**config.mk**
```make
export PLATFORM = sky130hd
export DESIGN_NAME = scu_cell
export DESIGN_NICKNAME = d
export VERILOG_FILES = /design/src/scu_pkg.sv /design/src/scu_cell.sv
export SDC_FILE = /design/constraint.sdc
export NUM_CORES = 1
export LEC_CHECK = 0
export ABC_CLOCK_PERIOD_IN_PS = 3030
export BUFFER_PORTS_ARGS = -buffer_cell sky130_fd_sc_hd__buf_2
export CAP_MARGIN = 20
export CORE_MARGIN = 5
export CORE_UTILIZATION = 25
export DETAILED_ROUTE_END_ITERATION = 10
export SYNTH_ARGS = -nofsm -noshare
export SYNTH_HDL_FRONTEND = slang
export SYNTH_SLANG_ARGS = --single-unit
```
**constraint.sdc**
```tcl
create_clock -name clk_i -period 3.03 [get_ports clk_i]
set_clock_uncertainty 0.1 [all_clocks]
set_input_delay 0.303 -clock clk_i [delete_from_list [all_inputs] [get_ports clk_i]]
set_output_delay 0.303 -clock clk_i [all_outputs]
set_load 0.02 [all_outputs]
```
**src/scu_pkg.sv**
```systemverilog
package scu_pkg;

  localparam int unsigned DataW   = 32;
  localparam int unsigned OpW     = 3;
  localparam int unsigned PosW    = 6;
  localparam int unsigned StatusW = 3;
  localparam int unsigned DepthW  = 7;

  typedef enum logic [OpW-1:0] {
    OP_PUSH      = 3'd0,
    OP_POP       = 3'd1,
    OP_ADD       = 3'd2,
    OP_SUB       = 3'd3,
    OP_MUL       = 3'd4,
    OP_DIV       = 3'd5,
    OP_PEEK_TOP  = 3'd6,
    OP_PEEK_BOT  = 3'd7
  } opcode_e;

  typedef enum logic [StatusW-1:0] {
    ST_OK    = 3'd0,
    ST_FEW   = 3'd1,
    ST_FULL  = 3'd2,
    ST_DIV0  = 3'd3,
    ST_INDEX = 3'd4
  } status_e;

  // Command broadcast to every stack cell in a cycle.
  typedef enum logic [2:0] {
    CELL_HOLD  = 3'd0,
    CELL_PUSH  = 3'd1,
    CELL_POP   = 3'd2,
    CELL_LOAD  = 3'd3,
    CELL_SHIFT = 3'd4
  } cell_op_e;

  typedef struct packed {
    cell_op_e         op;
    logic [DataW-1:0] wdata;
  } cell_cmd_t;

endpackage

```
**src/scu_cell.sv**
```systemverilog
module scu_cell import scu_pkg::*; (
  input  logic             clk_i,
  input  cell_cmd_t        cmd_i,
  input  logic [DataW-1:0] prev_data_i,
  input  logic [DataW-1:0] next_data_i,
  input  logic [DataW-1:0] next_read_i,
  output logic [DataW-1:0] data_o,
  output logic [DataW-1:0] read_o
);

  logic [DataW-1:0] data_q, data_d;
  logic [DataW-1:0] read_q, read_d;

  always_comb begin
    data_d = data_q;
    read_d = read_q;
    unique case (cmd_i.op)
      CELL_HOLD:  ;
      CELL_PUSH:  data_d = prev_data_i;
      CELL_POP:   data_d = next_data_i;
      // snapshot the entry, then walk snapshots toward the top
      CELL_LOAD:  read_d = data_q;
      CELL_SHIFT: read_d = next_read_i;
      default:    ;
    endcase
  end

  always_ff @(posedge clk_i) begin
    data_q <= data_d;
    read_q <= read_d;
  end

  assign data_o = data_q;
  assign read_o = read_q;

endmodule

```
# Word-level counts from Yosys, hierarchy flattened

Cells that the tools add are included.

Bits in registers: 64
Logic and storage cells: 10
Output and inout bits: 64
Input bits: 132

Equal/unequal tests: 4
Reductions and logical operators: 2
Mux-type cells: 2

Operator list:

| operator                                       | count |
|---|---|
| case mux 32 bit (2 select lines)               | 2 |
| == test 3 x 2 -> 1 bit (second input constant) | 2 |
| nonzero test 2 bit                             | 2 |
| == test 3 x 1 -> 1 bit (second input constant) | 1 |
| == test 3 bit (second input constant)          | 1 |

# Depth between registers and ports, before layout

Gate-level depths: netlist of run 1.

Depth in word-level cells: 2
Depth in mapped cells: 3
Depth with buffers taken out: 2

# Least setup slack after synthesis of run 1

Ideal clock, no wire load.

Path kind: input -> register
Start point: input port cmd_i[32] in the netlist's numbering
End point: register read_q[0], in the netlist read_o[0], enable pin
Arrival: 1.866 ns
Setup slack: 0.636 ns
Library setup time: 0.428 ns
Path buffers: 0
Data required time: 2.502 ns
Cell stages on the path: 2
Cells stage by stage: nand2_1 -> o21bai_1

Cells in the longest elaborated chain, start to end: 2
Elaborated cells on any way between the ends: 3
Classes of those cells: eq/ne: 2; reduce/logical: 1

RTL lines:

| what                                                           | line           | source |
|---|---|---|
| start: declaration                                             | scu_cell.sv:3  | `input cell_cmd_t cmd_i,` |
| == test 3 bit / == test 3 x 2 -> 1 bit (equally long branches) | scu_cell.sv:17 | `unique case (cmd_i.op)` |
| nonzero test 2 bit (no line) *                                 | --             |  |
| end signal: assignment                                         | scu_cell.sv:30 | `read_q <= read_d;` |
| end: declaration                                               | scu_cell.sv:12 | `logic [DataW-1:0] read_q, read_d;` |

Mark *: on every way between the ends. The rest lies on a longest branch, timed or not.
A chain may end at the register's enable or synchronous reset.

# Worst setup path after layout of run 1

Start point: input port cmd_i[34] in the netlist's numbering
End point: register read_q[12], in the netlist read_o[12] (data pin)

Cells in the longest elaborated chain, start to end: 2
Elaborated cells on any way between the ends: 3
Classes of those cells: eq/ne: 2; mux: 1

RTL lines:

| what                                                           | line |
|---|---|
| == test 3 bit / == test 3 x 2 -> 1 bit (equally long branches) | scu_cell.sv:17 |
| case mux 32 bit (2 select lines) *                             | scu_cell.sv:17 |
| net read_d[12]                                                 | scu_cell.sv:12 |

Mark *: on every way through the listed nets, which the timed path passes. The rest lies on a longest branch.

==> results of run 1 <==
routing by layer:
layer	vias to the layer above	track usage	wire (um)	share of wire
met1	911	0.1159	2669	0.38
met5	-	0	0	0
met4	0	0.05869	154	0.022
met2	87	0.1840	3634	0.51
met3	14	0.03895	639	0.090
li1	898	-	-	-
registers in the layout, summed over array words and instances (netlist names):
signal / flops
read_o: 32
data_o: 32
how the worst min path moves through the flow:
| stage | from | end | slack [ps] | cells past startpoint |
|---|---|---|---|---|
| after floorplan | prev_data_i[27] | data_o[27] | 400 | 1 |
| after global placement | data_o[29] | read_o[29] | 430 | 1 |
| after detailed placement | data_o[25] | read_o[25] | 450 | 1 |
| after CTS | prev_data_i[27] | data_o[27] | 120 | 2 |
| after global routing | next_read_i[25] | read_o[25] | 130 | 2 |
| final | prev_data_i[27] | data_o[27] | 150 | 2 |
synth_stat cells:
| master | n |
|---|---|
| o21bai_1 | 1 |
| buf_6 | 6 |
| xnor2_1 | 1 |
| edfxtp_1 | 64 |
| nor2_1 | 1 |
| mux2_1 | 4 |
| nand2_1 | 1 |
| mux2_2 | 60 |
| nor3b_4 | 2 |
cells in the final DEF, fill, tap and decap left out, drive strengths merged:
master	instances
mux2	64
edfxtp	64
clkbuf	9
buf	167
clkinv	6
o21bai	1
nand2	1
nor2	1
xnor2	1
nor3b	2
logic make-up (layout without fill, tap and decap cells):
logic type / Yosys count / in the layout / synth area share
XOR/XNOR: 1 / 1 / 0.003161
AO/OA/AOI/OAI: 1 / 1 / 0.002710
multiplexers: 64 / 64 / 0.2600
buffers and inverters: 6 / 182 / 0.02438
flip-flops: 64 / 64 / 0.6935
AND/OR/NAND/NOR: 4 / 4 / 0.01625
through the flow:
stage               total power (uW)  hold WS, ps  cell area (um2)  setup slack, ps  std cells
floorplan                       1296        403.9             2771            636.3        140
global placement                1443        432.6             3756            969.6        441
detailed placement              1452        450.1             3756            947.2        441
CTS                             2059        124.1             3908             1319        456
global route                    2128        128.3             3908             1241        456
finish                          2010        150.8             3908             1322        456
power breakdown:
group / switching [uW] / internal [uW]
Combinational: 183 / 156
Sequential: 22.5 / 1060
Clock: 307 / 280
Total: 512 / 1500
cell type report:
type / instances / area [um2] / area share
Clock inverter: 6 / 27.53 / 0.007045
Multi-Input combinational cell: 70 / 800.8 / 0.2049
Sequential cell: 64 / 1922 / 0.4918
Timing Repair Buffer: 167 / 858.3 / 0.2197
Tap cell: 140 / 175.2 / 0.04483
Clock buffer: 9 / 123.9 / 0.03170
==> impl_results.md, run 1 <==
* Outcome: finished, final reports clean
* R2R depth at 1
* Pre-Repair DR Iteration Count at 3
* Final ANT Viol Nets at 0
* Antenna violations before repair at 0
* WP buf/inv at 3
* Slew HR at 0.3537
* # rows at 38
* Cells along the critical path: buf_2 -> nor3b_4 -> buf_4 -> buf_4 -> mux2_2
* Die Ht at 115.3 um
* Syn Nets at 272
* Vias at 1910
* Setup violators final at 0
* Final hold vios at 0
* Nets at 444
* Die area at 13290 um2
* Worst path max stage delay at 380 ps
* Post-synthesis sequential area ratio at 0.6935
* Crit path launch: cmd_i[34]
* Mapped Area at 2771 um2
* First-pass GRT wire length at 10650 um
* Clk sinks at 64
* Ports at 196
* Crit path max-delay cell type: mux2_2
* YS warnings at 0
* 1st-iter DRT viols at 42
* Synth top area share at 0.6935
* Layout cell share with drive strength beyond 1 at 0.7722
* Reg2reg start: data_o[4]
* Final WL at 7097 um
* Worst-path clk slew at 70 ps
* R2r setup slk at 2010 ps
* Worst endpoint data arrival time at 1690 ps
* Cell family with most CP delay: buffers and inverters
* Leak at 0.001608 uW
* Starting density of the core at 0.2557
* Register bit count reported by yosys at 64
* CTS Buf Count at 9
* Fmax at 0.5853 GHz
* PortBufs at 163
* Cts repair resizes at 0
* Actual slew at the worst max-slew pin at 966.9 ps
* Root Driver: clkbuf_8
* Critical path capture point type: flip-flop
* Gr usage total at 0.1077
* Reg2Reg Capture Point: read_o[4]
* Layout Area Growth over Synthesis at 40.99%
* Final GP Congestion at 0.6981
* CTS H-Tree Depth at 3
* CTS max path bufs at 2
* CP Capture Point: read_o[12]
* P per Cell Area at 514.5 nW/um2
* Maximum vdd ir drop at 165.4 uV
* GRT overflow at 0
* Total Neg Setup Slack at 0 ps
* DR WL/cell at 15.56 um
* Largest area contributor in the netlist: edfxtp_1
* Worst skew pair latency at 330 ps
* Min Tclk post-route at 1708 ps
* Crit Path Max Fanout at 18
* DRC Markers at 0
* Worst Hold Class: in -> reg
* Netlist cell types at 9
* Fin crit share at 0.5638
* Max-cap violations at 0
* DP HPWL at 5301 um
* WS Path Type: in -> reg
* Setup crit start kind: input pin
* Area contributors post-synth: edfxtp_1, mux2_2, buf_6
* Syn_area_per_cell at 19.80 um2
* Required @ worst endpoint at 3010 ps
* Worst path most repeated cell: buf_4
* Worst path depth at 5
* Drt via density at 4.189
* Largest net degree at the start of global routing at 33
* RSZ-0062 raised after global routing: false
* Cells after Synth at 140
* Post CTS Setup Buffer Count at 0
* # diodes at 0
* CTS tree: built
* Max Slew Vio Count at 0
* Core Region at 10840 um2
* FILL cells at 1071
* Vias in the first global route at 2130
* Hold buffers post-CTS at 0
* Final core utilization at 0.3605
* Die width at 115.3 um
No activity file was read; power rests on OpenSTA's default activity.
==> inputs of run 2 (changes only) <==
- ABC_CLOCK_PERIOD_IN_PS: 3030 -> 1550
- clock period: 3.03 -> 1.55 ns (I/O delays scaled with it)
==> run 2 against run 1 <==
Worst hold slack worse by 130 ps. Non-clock buffer count is 17 higher. Clock-buffer cell count rose by 1. Sequential share of layout area decreased by 2.3 points. Critical path depth fell by 1. Combinational power is 110% higher. First-iteration DRC count rose by 62%. Flip-flop and latch count stayed put. Register-to-register slack got worse by 1500 ps. Clock power increased by 89%. Final cell count grew 3.3%. Via count up 2.8%. Largest power group unchanged.
==> impl_results.md, run 2 (same netlist as run 1, synthesis figures left out) <==
* CTS max path bufs at 2
* Reg2Reg Capture Point: read_o[31]
* Layout Area Growth over Synthesis at 47.81%
* Crit path launch: cmd_i[32]
* Min Tclk post-route at 1244 ps
* Gr usage total at 0.1029
* Commonest non-fill, non-tap cells in the layout: buf_2, edfxtp_1, mux2_2
* Actual slew at the worst max-slew pin at 269.9 ps
* Die Ht at 115.3 um
* Worst Hold Class: in -> reg
* Total Neg Setup Slack at 0 ps
* Reg2reg start: data_o[31]
* Worst endpoint data arrival time at 1220 ps
* PortBufs at 163
* Core Region at 10840 um2
* Setup violators final at 0
* DRC Markers at 0
* GRT overflow at 0
* Final ANT Viol Nets at 0
* Final hold vios at 0
* # rows at 38
* Outcome: finished, final reports clean
* Worst-path clk slew at 60 ps
* Clk sinks at 64
* Starting density of the core at 0.2557
* Antenna violations before repair at 0
* Max Slew Vio Count at 0
* DR WL/cell at 14.84 um
* Die width at 115.3 um
* Fmax at 0.8037 GHz
* Setup crit start kind: input pin
* First-pass GRT wire length at 10050 um
* Ports at 196
* Place WS at -78.18 ps
* WS Path Type: in -> reg
* R2R depth at 1
* Pre-Repair DR Iteration Count at 4
* Commonest non-fill, non-tap cell in the layout: buf_2
* Largest net degree at the start of global routing at 23
* CP Capture Point: read_o[18]
* P per Cell Area at 963.8 nW/um2
* Final WL at 6989 um
* Worst skew pair latency at 330 ps
* DP HPWL at 5413 um
* Final GP Congestion at 0.7005
* Fin crit share at 0.8028
* Final Non-Filler Cells at 471
* Crit Path Max Fanout at 12
* Root Driver: clkbuf_8
* Drt via density at 4.168
* Critical path capture point type: flip-flop
* # diodes at 0
* Max-cap violations at 0
* FILL cells at 1054
* Layout cell share with drive strength beyond 1 at 0.7523
* Die area at 13290 um2
* CTS Buf Count at 9
* Final Worst Setup Slack at 305.7 ps
* Leak at 0.001690 uW
* Slew HR at 0.8199
* Vias at 1963
* Required @ worst endpoint at 1530 ps
* Nets at 461
* R2r setup slk at 520 ps
* RSZ-0062 raised after global routing: false
* CTS H-Tree Depth at 3
* CTS tree: built
* Maximum vdd ir drop at 319.0 uV
* Vias in the first global route at 2024
* Post-placement cell count at 449
* 1st-iter DRT viols at 68
* Tot Pwr at 3948 uW
==> run 2: worst min path at each step <==
stage / from / end / slack (ps) / depth (start not counted)
2_1_floorplan: prev_data_i[27] / data_o[27] / 260 / 1
3_3_place_gp: prev_data_i[27] / data_o[27] / 340 / 2
3_5_place_dp: next_read_i[29] / read_o[29] / 360 / 2
4_1_cts: prev_data_i[27] / data_o[27] / 0.8 / 2
5_1_grt: next_data_i[17] / data_o[17] / 1 / 2
6_report: next_read_i[25] / read_o[25] / 20 / 2
==> run 2: critical path, stage by stage <==
cell and delay (ps):
buf_2 150, nor3b_4 280, buf_4 280, mux2_2 350
==> run 2: routing by layer <==
layer	global-route usage	wire, um	vias up
met2	0.1852	3818	83
li1	-	-	926
met1	0.1046	2423	942
met4	0.05869	159	0
met5	0	0	-
met3	0.03211	587	12
==> run 2: power breakdown <==
part | switching, uW | leakage (uW) | internal [uW] | total [uW]
sequential | 44.4 | 0.000600 | 2070 | 2120
clock | 574 | 0.0000729 | 540 | 1110
combinational | 364 | 0.00102 | 352 | 716
total | 982 | 0.00169 | 2970 | 3950
==> run 2: layout make-up <==
| type | instances | area (um2) | share of cell area |
|---|---|---|---|
| sequential | 64 | 1922 | 0.4691 |
| timing repair buffer | 184 | 1059 | 0.2584 |
| multi-input combinational | 70 | 800.8 | 0.1955 |
| tap | 140 | 175.2 | 0.04276 |
| clock buffer | 10 | 127.6 | 0.03115 |
| clock inverter | 3 | 12.51 | 0.003054 |
==> run 2: repair_timing <==
action | 4_1_cts | 5_1_grt
gates resized for setup | 0 | 0
hold endpoints to repair | 2 | 6
hold buffers | 3 | 6
endpoints found under the setup margin | 0 | 0
setup buffers | 0 | 0
==> run 2: stage by stage <==
stage          hold WS (ps)  instance area, um2    util
2_1_floorplan         255.9                2790       -
3_3_place_gp          338.9                3866  0.3566
3_5_place_dp          356.0                3866  0.3566
4_1_cts              0.7610                4036  0.3723
5_1_grt               1.123                4096  0.3779
6_report              22.66                4096  0.3779
