## src/scu_pkg.sv

```systemverilog
package scu_pkg;

  localparam int unsigned DataW   = 32;
  localparam int unsigned OpW     = 3;
  localparam int unsigned PosW    = 6;
  localparam int unsigned StatusW = 3;
  localparam int unsigned DepthW  = 7;

  typedef enum logic [OpW-1:0] {
    OP_PUSH      = 3'd0,
    OP_POP       = 3'd1,
    OP_ADD       = 3'd2,
    OP_SUB       = 3'd3,
    OP_MUL       = 3'd4,
    OP_DIV       = 3'd5,
    OP_PEEK_TOP  = 3'd6,
    OP_PEEK_BOT  = 3'd7
  } opcode_e;

  typedef enum logic [StatusW-1:0] {
    ST_OK    = 3'd0,
    ST_FEW   = 3'd1,
    ST_FULL  = 3'd2,
    ST_DIV0  = 3'd3,
    ST_INDEX = 3'd4
  } status_e;

  // Command broadcast to every stack cell in a cycle.
  typedef enum logic [2:0] {
    CELL_HOLD  = 3'd0,
    CELL_PUSH  = 3'd1,
    CELL_POP   = 3'd2,
    CELL_LOAD  = 3'd3,
    CELL_SHIFT = 3'd4
  } cell_op_e;

  typedef struct packed {
    cell_op_e         op;
    logic [DataW-1:0] wdata;
  } cell_cmd_t;

endpackage

```

## src/scu_div.sv

```systemverilog
module scu_div import scu_pkg::*; (
  input  logic             clk_i,
  input  logic             rst_ni,
  input  logic             start_i,
  input  logic [DataW-1:0] left_i,
  input  logic [DataW-1:0] right_i,
  output logic             done_o,
  output logic [DataW-1:0] quot_o
);

  localparam int unsigned CntW = $clog2(DataW);

  logic             busy_q, busy_d;
  logic             fin_q, fin_d;
  logic             done_q, done_d;
  logic [CntW-1:0]  cnt_q, cnt_d;
  logic             neg_q, neg_d;
  logic [DataW-1:0] rem_q, rem_d;
  logic [DataW-1:0] quo_q, quo_d;
  logic [DataW-1:0] rm_q, rm_d;
  logic [DataW-1:0] res_q, res_d;

  logic [DataW:0]   shifted;
  logic [DataW:0]   diff;
  logic [DataW-1:0] quo_up;

  assign shifted = {rem_q, quo_q[DataW-1]};
  assign diff    = shifted - {1'b0, rm_q};
  assign quo_up  = quo_q + DataW'(rem_q != '0);

  always_comb begin
    busy_d = busy_q;
    fin_d  = 1'b0;
    done_d = 1'b0;
    cnt_d  = cnt_q;
    neg_d  = neg_q;
    rem_d  = rem_q;
    quo_d  = quo_q;
    rm_d   = rm_q;
    res_d  = res_q;
    if (start_i) begin
      busy_d = 1'b1;
      cnt_d  = '0;
      neg_d  = left_i[DataW-1] ^ right_i[DataW-1];
      rem_d  = '0;
      quo_d  = left_i[DataW-1] ? (DataW'(0) - left_i) : left_i;
      rm_d   = right_i[DataW-1] ? (DataW'(0) - right_i) : right_i;
    end else if (busy_q) begin
      // one restoring step per cycle
      if (!diff[DataW]) begin
        rem_d = diff[DataW-1:0];
        quo_d = {quo_q[DataW-2:0], 1'b1};
      end else begin
        rem_d = shifted[DataW-1:0];
        quo_d = {quo_q[DataW-2:0], 1'b0};
      end
      cnt_d = cnt_q + CntW'(1);
      if (cnt_q == CntW'(DataW - 1)) begin
        busy_d = 1'b0;
        fin_d  = 1'b1;
      end
    end else if (fin_q) begin
      // round toward minus infinity when signs differ
      res_d  = neg_q ? (DataW'(0) - quo_up) : quo_q;
      done_d = 1'b1;
    end
  end

  always_ff @(posedge clk_i or negedge rst_ni) begin
    if (!rst_ni) begin
      busy_q <= 1'b0;
      fin_q  <= 1'b0;
      done_q <= 1'b0;
      cnt_q  <= '0;
    end else begin
      busy_q <= busy_d;
      fin_q  <= fin_d;
      done_q <= done_d;
      cnt_q  <= cnt_d;
    end
  end

  always_ff @(posedge clk_i) begin
    neg_q <= neg_d;
    rem_q <= rem_d;
    quo_q <= quo_d;
    rm_q  <= rm_d;
    res_q <= res_d;
  end

  assign done_o = done_q;
  assign quot_o = res_q;

endmodule

```

## config.mk

```make
export PLATFORM = sky130hd
export DESIGN_NAME = scu_div
export DESIGN_NICKNAME = d
export VERILOG_FILES = /design/src/scu_pkg.sv /design/src/scu_div.sv
export SDC_FILE = /design/constraint.sdc
export NUM_CORES = 1
export LEC_CHECK = 0
export BUFFER_PORTS_ARGS = -buffer_cell sky130_fd_sc_hd__buf_4
export CAP_MARGIN = 20
export CORE_UTILIZATION = 30
export DETAILED_ROUTE_END_ITERATION = 10
export GPL_TIMING_DRIVEN = 0
export HOLD_SLACK_MARGIN = 0.06
export PLACE_DENSITY = 0.53
export SLEW_MARGIN = 10
export SYNTH_ARGS = -nofsm -noshare
export SYNTH_HDL_FRONTEND = slang
export SYNTH_SLANG_ARGS = --single-unit
```

## constraint.sdc

```tcl
create_clock -name clk_i -period 8.8 [get_ports clk_i]
set_clock_uncertainty 0.1 [all_clocks]
set_input_delay 0.88 -clock clk_i [delete_from_list [all_inputs] [get_ports clk_i]]
set_output_delay 0.88 -clock clk_i [all_outputs]
set_load 0.01 [all_outputs]
```

# After elaboration in Yosys (flattened, before gate mapping)
# Index checks and enable logic that the tools add are counted.
[op_classes]
eq_ne = 1
reduce_logical = 3
bitwise = 3
addsub = 6
mux = 18
[op_table]
columns = ["operator", "count"]
rows = [
  ["$mux 32", 5],
  ["$sub 1x32->32 const A", 3],
  ["$sub 33x32->33", 1],
  ["$add 32x1->32", 1],
  ["$reduce_bool 32->1", 1],
  ["$mux 31", 1],
  ["$mux 1", 10],
  ["$mux 5", 2],
  ["$add 5x1->5 const B", 1],
  ["$eq 5x5->1 const B", 1],
  ["$reduce_and 3->1", 1],
  ["$not 1->1", 2],
  ["$reduce_bool 2->1", 1],
  ["$xor 1x1->1", 1],
]
[word_totals]
out_inout_bits = 33
word_cells = 41
regBits = 137

# Logic depth before layout (Yosys ltp)
# Gate-level depths: netlist of the first run.
[logic_depth]
ltp_word = 4
mapped_depth = 16
mapped_depth_nobuf = 15

# Worst setup path after synthesis of the first run
# Ideal clock, no wire load.
[synth_timing]
kind = "input to register"
from = "input right_i[9]"
to = "register rm_q[29] (data pin)"
path_buffers = 0
t_required_ns = 8.442
stages = 8
slack_ns = 4.819
arrival_ns = 3.623
setup_ns = 0.258
cell_sequence = "or4_4 > or3_4 > or4_1 > or4_4 > or3_4 > or3_4 > o31ai_4 > xnor2_1"
[synth_between]
elab_chain_len = 2
[synth_lines]
columns = ["item", "line_no", "source"]
rows = [
  ["start: declaration", "scu_div.sv:6", "input logic [DataW-1:0] right_i,"],
  ["$sub 1x32->32", "scu_div.sv:47", "rm_d = right_i[DataW-1] ? (DataW'(0) - right_i) : right_i;"],
  ["$mux 31", "scu_div.sv:47", ""],
  ["end signal: assignment", "scu_div.sv:87", "rm_q <= rm_d;"],
  ["end: declaration", "scu_div.sv:20", "logic [DataW-1:0] rm_q, rm_d;"],
]
# Every way passes these cells.
# A chain may end at the register's enable or synchronous reset.

# Final worst setup path of the first run
[layout_timing]
from = "register quo_q[31]"
to = "register rem_q[12]"
[layout_between]
elab_chain_len = 2
[layout_lines]
columns = ["item", "line_no", "source"]
rows = [
  ["start: declaration", "scu_div.sv:19", "logic [DataW-1:0] quo_q, quo_d;"],
  ["start signal: assignment", "scu_div.sv:86", "quo_q <= quo_d;"],
  ["$sub 33x32->33", "scu_div.sv:28", "assign diff = shifted - {1'b0, rm_q};"],
  ["$mux 32", "scu_div.sv:50", "if (!diff[DataW]) begin"],
  ["end signal: assignment", "scu_div.sv:85", "rem_q <= rem_d;"],
  ["end: declaration", "scu_div.sv:18", "logic [DataW-1:0] rem_q, rem_d;"],
]
# Every way passes these cells.

==> results_dict.tcl, run 1 <==
set metrics [dict create \
    status "finished, final reports clean" \
    die_height_um 187 \
    rows 67 \
    finalHoldViolCount 0 \
    power_mw 3.20 \
    place_ws_ps 4420 \
    arrival_ps 4570 \
    pin_count 100 \
    fin_setup_tns_ps 0 \
    post-cts-setup-buffer-count 0 \
    initial_core_util 0.305 \
    setup_viol 0 \
    grt_pass1_vias 8590 \
    grt_pass1_wl_um 45300 \
    route.detailed.drc 0 \
    clock-sinks 137 \
    max_freq_mhz 230 \
    fp.dieW_um 187 \
    port_buffers 99 \
    first_iter_violations 583 \
    seq_area_sq_mm 0.00375 \
    die-area_sq_mm 0.0348 \
    hpwlAfterDp_um 22000 \
    criticalPathCategory "reg -> reg" \
    endpoint_kind "register" \
    worstPathRequired_ps 9020 \
    antenna_left 0 \
    critical_path.max_fanout 10 \
    synth_flop_cell "edfxtp_1" \
    grt.total_usage 0.163 \
    holdWs_ps 160 \
    rsz0062_at_grt "no" \
    fin_nets 1429 \
    coreArea_sq_mm 0.0335 \
    syn_nets 1311 \
    worst_skew_pair.late_latency_ps 420 \
    final.setup.worst_slack_ps 4450 \
    antenna_found_initial 0 \
    areaGrowthSynthToFinish_pct 18.2 \
    power_density_mw_per_mm2 265 \
    routed_wl_um 28500 \
    grt_max_degree 35 \
    finalCritPeriodShare 0.494 \
    synth_edf_count 97 \
    grt_overflow 0 \
    multiInputGateArea_sq_mm 0.00599 \
    numCtsBuffers 17 \
    cts_tree "built" \
    synth_seq_cells 137 \
    synth_cells 1172 \
    final.min_clock_period_ps 4350 \
    clockBufferDepth 2 \
    viasPerCell 5.05 \
    cap_violations 0 \
    final_layout_size_suffix_gt1_frac 0.110 \
    relSlewSlack 0.372 \
    wl_per_cell_um 16.3 \
    syn_area_per_cell_sq_um 8.73 \
    antennaDiodeCount 0 \
    cp-start-kind "register" \
    vias 8846 \
    cts-root-buf "clkbuf_16" \
    final_max_slew_viol_count 0 \
    cts_resized 0 \
    synth.lib_cells_used.distinct 65 \
    syn-cell-area_sq_mm 0.0102 \
    hold_buffers 0 \
    yosys_warnings 0 \
    nFillCells 3500 \
    clkTransAtPathRegs_ps 60 \
    globalplace.congestion 0.848 \
    hold_class "in -> async" \
    synthArstFlopShare 0.0584 \
    synth_seq_area_share 0.367 \
    peakVddDrop_mv 0.148 \
    tightest_slew_ps 942 \
    p_leak_nw 4.98 \
    h-tree-depth 4 \
    firstDrtPassIters 5 \
]
-- power breakdown --
part           switching [mW]  internal (mW)
registers               0.117          0.826
logic                   0.930          0.630
clock network           0.285          0.413
total                    1.33           1.87
-- Yosys cell counts (all sizes together), types with 3 or more instances --
library cell    n  area (sq um)
a2111oi         3          26.3
a211o           4          35.0
a211oi          8          60.1
a21boi          4          30.0
a21o           27           203
a21oi         111           556
a22oi           3          22.5
a311oi         18           158
a31oi           8          50.1
a32oi           3          26.3
and2            6          37.5
and3            7          43.8
and4            3          26.3
buf             6          22.5
clkbuf         39           146
dfrtp           8           200
dfxtp          32           641
edfxtp         97          2910
ha             71           888
inv            85           319
mux2i          15           150
nand2         121           454
nand2b          8          50.1
nand3          13          65.1
nand3b          6          45.0
nand4          13          81.3
nor2           98           368
nor2b          11          68.8
nor3           16          80.1
nor3b           7          52.6
nor4           15          93.8
o211ai          7          52.6
o21a            8          60.1
o21ai          82           410
o21bai          7          52.6
o31ai          23           186
o41ai           7          61.3
or2             3          18.8
or3            19           134
or4            10          83.8
xnor2          63           552
xor2           52           455
-- path summary, 6_finish.rpt --
check | cells after the start | startpoint | to | slack (ps)
worst max-delay path | 13 | quo_q[31] | rem_q[12] | 4450
worst min-delay path | 1 | rst_ni | cnt_q[3] | 160
worst max register to register | 13 | quo_q[31] | rem_q[12] | 4450
worst min register to register | 1 | fin_q | done_o | 420
max in group asynchronous | 1 | rst_ni | busy_q | 8310
min in group clk_i | 1 | fin_q | done_o | 420
-- cell usage in the layout, fill, tap and decap left out, drive strengths merged, types with 16 or more instances in the layout --
cell type / instances
ha: 71
a21o: 27
or3: 19
o31ai: 23
a311oi: 18
buf: 105
xnor2: 63
clkbuf: 57
a21oi: 111
nand2: 121
nor3: 16
o21ai: 82
nor2: 98
edfxtp: 97
dfxtp: 32
inv: 86
xor2: 52
-- per-stage QoR --
step | area (sq um) | instances | utilization
after floorplan | 10200 | 1172 | -
after global placement | 11500 | 1719 | 0.344
after CTS | 12100 | 1751 | 0.361
after detailed placement | 11500 | 1719 | 0.344
after global routing | 12100 | 1751 | 0.361
final | 12100 | 1751 | 0.361
-- logic make-up (layout without fill, tap and decap cells) --
kind of cell / count (synthesis) / after routing / share of synthesized area
xor gates and xnor gates: 115 / 115 / 0.0985
muxes: 16 / 16 / 0.0158
buffers and inverters: 130 / 261 / 0.0477
and+or+nand+nor: 361 / 361 / 0.171
AOI/OAI and AO/OA: 341 / 341 / 0.211
adders and majority gates: 72 / 72 / 0.0888
DFF: 137 / 137 / 0.367
-- critical path, cell delays in order (launching register included) --
cell	delay [ps]
edfxtp_1	430
inv_1	130
ha_1	250
fa_1	380
nand2b_1	200
a21oi_1	340
o21ai_0	190
a21oi_1	380
a31oi_1	330
xnor2_1	250
clkbuf_1	420
clkbuf_1	440
nand2_1	100
a311oi_1	280
-- registers in the layout (all words and copies together) (netlist names) --
register,cells
busy_q,1
quo_q,32
rem_q,32
fin_q,1
rm_q,32
cnt_q,5
quot_o,32
done_o,1
neg_q,1
-- metal layers --
layer  GRT usage  share of wire  up-vias
met5           0              0        -
met1       0.217           0.47     4114
met2       0.277           0.47      209
li1            -              -     4499
met4      0.0347          0.012        0
met3      0.0282          0.043       24
-- area by class of cell --
type                    instances  share of cell area
plain buffers                  45              0.0140
clock buffers                  18              0.0355
clock inverters                14              0.0109
inverters                      85              0.0264
multi-input cells             905               0.495
flip-flops and latches        137               0.310
well taps                     448              0.0463
repair buffers                 99              0.0615
Note: power is estimated with default switching activity, not from simulation.
==> run 2, diff against run 1 <==
==> constraint.sdc (replaced) <==
create_clock -name clk_i -period 4.4 [get_ports clk_i]
set_clock_uncertainty 0.1 [all_clocks]
set_input_delay 0.44 -clock clk_i [delete_from_list [all_inputs] [get_ports clk_i]]
set_output_delay 0.44 -clock clk_i [all_outputs]
set_load 0.01 [all_outputs]
==> run 2 against run 1 <==
Sequential power grew 100%. Worst hold slack lost 42 ps. Combinational power grew 100%. Cell count grew 0.11%. Register-to-register slack lost 4100 ps. Sequential share of layout area shrank 0.086 points. Critical path type unchanged. Critical endpoint is now rem_q[20]. Largest cell class unchanged. Highest routed layer unchanged.
==> results_dict.tcl, run 2 (synthesis gave the netlist of run 1 again) <==
set metrics [dict create \
    min_path_cells 1 \
    endpoint_kind "register" \
    globalplace.congestion 0.848 \
    final_cell_mix "nand2_1, a21oi_1, buf_4, nor2_1, edfxtp_1" \
    vias 8846 \
    fin_setup_tns_ps 0 \
    worst_skew_pair.late_latency_ps 430 \
    switching_share 0.417 \
    critical_path.max_fanout 10 \
    grt_use_met2 0.277 \
    tightest_slew_ps 941 \
    final_max_slew_viol_count 0 \
    nFillCells 3496 \
    antennaDiodeCount 0 \
    status "finished, final reports clean" \
    viasPerCell 5.05 \
    use_met1 0.217 \
    pin_count 100 \
    numCtsBuffers 17 \
    grt_max_degree 35 \
    coreArea_sq_mm 0.0335 \
    finalCritPeriodShare 0.917 \
    die_height_um 187 \
    ff2ff_path_depth 11 \
    setup_viol 0 \
    wl_per_cell_um 16.3 \
    final.min_clock_period_ps 4040 \
    grt_pass1_wl_um 45400 \
    hpwlAfterDp_um 22000 \
    fin_nets 1431 \
    arrival_ps 4270 \
    power_density_mw_per_mm2 531 \
    finalHoldViolCount 0 \
    relSlewSlack 0.373 \
    rsz0062_at_grt "no" \
    antenna_left 0 \
    layout_commonest_cell "nand2_1" \
    clockBufferDepth 2 \
    firstDrtPassIters 5 \
    first_iter_violations 620 \
    peakVddDrop_mv 0.298 \
    p_sw_mw 2.68 \
    clkPwrFrac 0.217 \
    fp.dieW_um 187 \
    r2r_start "rem_q[24]" \
    hp-start "right_i[0]" \
    r2r_slack_ps 360 \
    cts_tree "built" \
    grt_use_met3 0.0282 \
    criticalPathCategory "reg -> reg" \
    worstPathRequired_ps 4630 \
    initial_core_util 0.305 \
    r2r_end "rem_q[20]" \
    p_leak_nw 5.00 \
    port_buffers 99 \
    power_mw 6.44 \
    hold_class "in -> reg" \
    p_int_mw 3.76 \
    areaGrowthSynthToFinish_pct 18.6 \
    clock-sinks 137 \
    cap_violations 0 \
    grt.total_usage 0.163 \
    die-area_sq_mm 0.0348 \
    comb_power_share 0.490 \
    route.detailed.drc 0 \
    rows 67 \
    antenna_found_initial 0 \
    final_layout_size_suffix_gt1_frac 0.115 \
    max_freq_mhz 248 \
    pwr-share-seq 0.293 \
    grt_overflow 0 \
    grt_pass1_vias 8595 \
    hold-path-endpoint "rm_q[0]" \
    grt_busiest_layer "met2" \
    clkTransAtPathRegs_ps 60 \
    fin_util 0.362 \
    cts-root-buf "clkbuf_16" \
    routed_wl_um 28500 \
    cp-start-kind "register" \
    h-tree-depth 4 \
]
## run 2: changes by cell type in the layout (fill, tap and decap cells not counted)
cell           delta
a21oi_1           -1
clkbuf_1          -4
xor2_2            +1
a21oi_2           +1
buf_4             +1
dlygate4sd3_1     +1
xor2_1            -1
clkbuf_2          +4
## run 2: power groups by stage
stage | clock network (mW) | registers [mW] | logic (mW)
global route | 1.47 | 1.91 | 3.55
CTS | 1.42 | 1.88 | 3.13
global placement | 0 | 1.91 | 3.07
floorplan | 0 | 1.81 | 2.31
detailed placement | 0 | 1.91 | 3.10
finish | 1.40 | 1.89 | 3.16
## run 2: per-layer routing
metal	wire, um	share of wire
met1	13500	0.47
met2	13500	0.47
met3	1170	0.041
met4	348	0.012
met5	0	0
## run 2: final cells by class
class / count / area, sq um / area share
Multi-Input combinational cell: 905 / 6000 / 0.495
Sequential cell: 137 / 3750 / 0.310
Timing Repair Buffer: 101 / 761 / 0.0627
Tap cell: 448 / 561 / 0.0462
Clock buffer: 18 / 429 / 0.0354
Inverter: 85 / 319 / 0.0263
Buffer: 45 / 174 / 0.0143
Clock inverter: 14 / 131 / 0.0108
## run 2: worst max path at each step
stage / from / to / slack, ps / cells after the start
2_1_floorplan: right_i[9] / rm_q[29] / 860 / 8
3_3_place_gp: quo_q[31] / rem_q[20] / 70 / 12
3_5_place_dp: quo_q[31] / rem_q[20] / 20 / 13
4_1_cts: quo_q[31] / rem_q[20] / 20 / 12
5_1_grt: quo_q[31] / rem_q[7] / 40 / 12
6_report: rem_q[24] / rem_q[20] / 360 / 11
## run 2: metrics by stage
| stage | area (sq um) | std cells | setup slack [ps] | hold WS (ps) |
|---|---|---|---|---|
| 2_1_floorplan | 10200 | 1172 | 859 | 44.4 |
| 3_3_place_gp | 11500 | 1719 | 67.2 | 166 |
| 3_5_place_dp | 11500 | 1719 | 20.6 | 165 |
| 4_1_cts | 12100 | 1752 | 23.0 | 107 |
| 5_1_grt | 12100 | 1753 | 43.2 | 107 |
| 6_report | 12100 | 1753 | 363 | 119 |
## run 2: critical path, cell delays in order, from the launching register on
cell      delay [ps]
dfxtp_1          440
ha_1             270
clkbuf_1         190
a21oi_1          190
o21ai_0          120
a221oi_1         580
a21bo_2          290
a31oi_1          530
xor2_2           390
clkbuf_1         470
nand2_1          110
a311oi_1         260
## run 2: repair_timing
item | CTS | global route
pin swaps | 0 | 1
hold buffers | 1 | 0
setup endpoints to repair | 2 | 22
endpoints found under the hold margin | 8 | 0
buffers inserted | 0 | 1
resized for setup | 1 | 8
==> run 3, diff against run 2 <==
--- a/config.mk
+++ b/config.mk
@@ -5,6 +5,7 @@
 export SDC_FILE = /design/constraint.sdc
 export NUM_CORES = 1
 export LEC_CHECK = 0
+export ABC_AREA = 1
 export BUFFER_PORTS_ARGS = -buffer_cell sky130_fd_sc_hd__buf_4
 export CAP_MARGIN = 20
 export CORE_UTILIZATION = 30
==> run 3 against run 2 <==
Core utilization decreased by 0.58 points. Power decreased by 34%. Via count increased by 29%. First-iteration DRC count increased by 13%. Clock-buffer cell count increased by 6. Largest cell class unchanged.
==> results_dict.tcl, run 3 <==
set metrics [dict create \
    critical_path.max_fanout 4 \
    antennaDiodeCount 0 \
    relSlewSlack 0.437 \
    antenna_found_initial 0 \
    synth_cells 1780 \
    p_leak_nw 6.79 \
    rsz0062_at_grt "no" \
    r2r_start "rem_q[3]" \
    synth_area_leader_cell "edfxtp_1" \
    grt_pass1_vias 11000 \
    criticalPathCategory "reg -> reg" \
    synthArstFlopShare 0.0584 \
    grt_max_degree 35 \
    syn_area_per_cell_sq_um 6.59 \
    grt_overflow 0 \
    route.detailed.drc 0 \
    crit_start "rem_q[3]" \
    wl_per_cell_um 14.6 \
    synth.lib_cells_used.distinct 44 \
    setup_viol 0 \
    r2r_end "quot_o[24]" \
    post-cts-setup-buffer-count 0 \
    status "finished, final reports clean" \
    synth_seq_area_share 0.320 \
    tightest_slew_ps 837 \
    viasPerCell 4.70 \
    max_freq_mhz 236 \
    nFillCells 4234 \
    grt_pass1_wl_um 56100 \
    r2r_slack_ps 150 \
    die_height_um 200 \
    cap_violations 0 \
    multiInputGateArea_sq_mm 0.00666 \
    globalplace.congestion 0.931 \
    seq_area_sq_mm 0.00375 \
    layout_commonest_cell "nand2_1" \
    die-area_sq_mm 0.0399 \
    coreArea_sq_mm 0.0386 \
    yosys-top-cells-count "nand2_1, inv_1, nand3_1" \
    h-tree-depth 4 \
    power_density_mw_per_mm2 308 \
    final_max_slew_viol_count 0 \
    synth_top_area_share 0.248 \
    clockBufferDepth 2 \
    hpwlAfterDp_um 29200 \
    ff2ff_path_depth 16 \
    first_iter_violations 702 \
    pin_count 100 \
    synth_most_common_cell "nand2_1" \
    peakVddDrop_mv 0.248 \
    areaGrowthSynthToFinish_pct 17.2 \
    syn_nets 1919 \
    cts-root-buf "clkbuf_16" \
    cts_tree "built" \
    yosys_warnings 0 \
    synth_flop_cell "edfxtp_1" \
    fin_nets 2038 \
    antenna_left 0 \
    rows 72 \
    firstDrtPassIters 7 \
    crit_end "quot_o[24]" \
    syn-cell-area_sq_mm 0.0117 \
    cts_resized 0 \
    worstPathRequired_ps 4500 \
    port_buffers 98 \
    synth_seq_cells 137 \
    endpoint_kind "register" \
    holdWs_ps 100 \
    clock-sinks 137 \
    vias 11400 \
    final.min_clock_period_ps 4250 \
    synth_edf_count 97 \
    final_cell_mix "nand2_1, inv_1, nand3_1, nor2_1, o21ai_0" \
    worst_skew_pair.late_latency_ps 450 \
    finalHoldViolCount 0 \
    final_layout_size_suffix_gt1_frac 0.0921 \
    finalCritPeriodShare 0.965 \
    routed_wl_um 35400 \
    synth.area.top_cells "edfxtp_1, nand2_1, inv_1, ha_1, nand3_1" \
    initial_core_util 0.304 \
    fin_setup_tns_ps 0 \
    clkTransAtPathRegs_ps 60 \
    cp-start-kind "register" \
    fp.dieW_um 200 \
    numCtsBuffers 17 \
    hold_class "in -> reg" \
    grt.total_usage 0.183 \
    arrival_ps 4340 \
]
[run 3: logic make-up (layout without fill, tap and decap cells)]
group	after synthesis	after routing	synth area share
and+or+nand+nor	962	962	0.345
adders and majority gates	72	72	0.0774
xor gates and xnor gates	76	76	0.0567
AOI/OAI and AO/OA	192	192	0.0874
buffers and inverters	341	473	0.114
DFF	137	137	0.320
[run 3: worst min path at each step]
stage,end,slack (ps),start,cells after the start
floorplan,busy_q,40,rst_ni,0
global placement,cnt_q[0],170,rst_ni,1
detailed placement,done_o,170,rst_ni,1
CTS,rm_q[0],90,right_i[0],1
global route,rm_q[0],90,right_i[0],1
finish,rm_q[0],100,right_i[0],1
[run 3: timing repair]
action	4_1_cts	5_1_grt
hold buffers	1	0
hold endpoints to repair	8	0
setup endpoints to repair	0	0
[run 3: critical path, cell delays in order, from the launching register on]
cell,delay [ps]
dfxtp_1,360
nor4_1,400
nand4_1,250
nor3_1,700
ha_1,310
ha_1,160
inv_1,40
o21ai_0,470
nand2_1,120
nand2_1,160
inv_1,50
o21ai_0,350
nand3_1,230
nand2_1,120
nand2_1,50
nand3_1,60
nand2_1,60
[run 3: area by class of cell]
type,instances,area share
buffer,36,0.0136
clock buffer,24,0.0390
clock inverter,8,0.00418
inverter,305,0.0832
multi-input combinational,1302,0.484
sequential,137,0.273
tap,518,0.0471
timing repair buffer,100,0.0557
[run 3: metrics by stage]
stage | setup WS (ps) | utilization | cells | area [sq um] | power [mW]
after global routing | 16.6 | 0.356 | 2430 | 13800 | 4.49
after CTS | 147 | 0.356 | 2430 | 13800 | 4.26
final | 154 | 0.356 | 2430 | 13800 | 4.23
after floorplan | 1700 | - | 1780 | 11700 | 2.41
after global placement | 248 | 0.340 | 2396 | 13100 | 2.77
after detailed placement | 168 | 0.340 | 2397 | 13100 | 2.78
[run 3: power breakdown]
part           switching (mW)  internal (mW)
Sequential             0.0595           1.49
Clock                   0.607          0.856
Combinational           0.783          0.436
Total                    1.45           2.79
[run 3: metal layers]
layer	vias up	track usage	part of all wire	wire [um]
met5	-	0	0	0
met4	0	0.0656	0.026	928
met3	43	0.0294	0.046	1630
met2	250	0.320	0.48	16900
met1	5196	0.226	0.45	15900
li1	5924	-	-	-
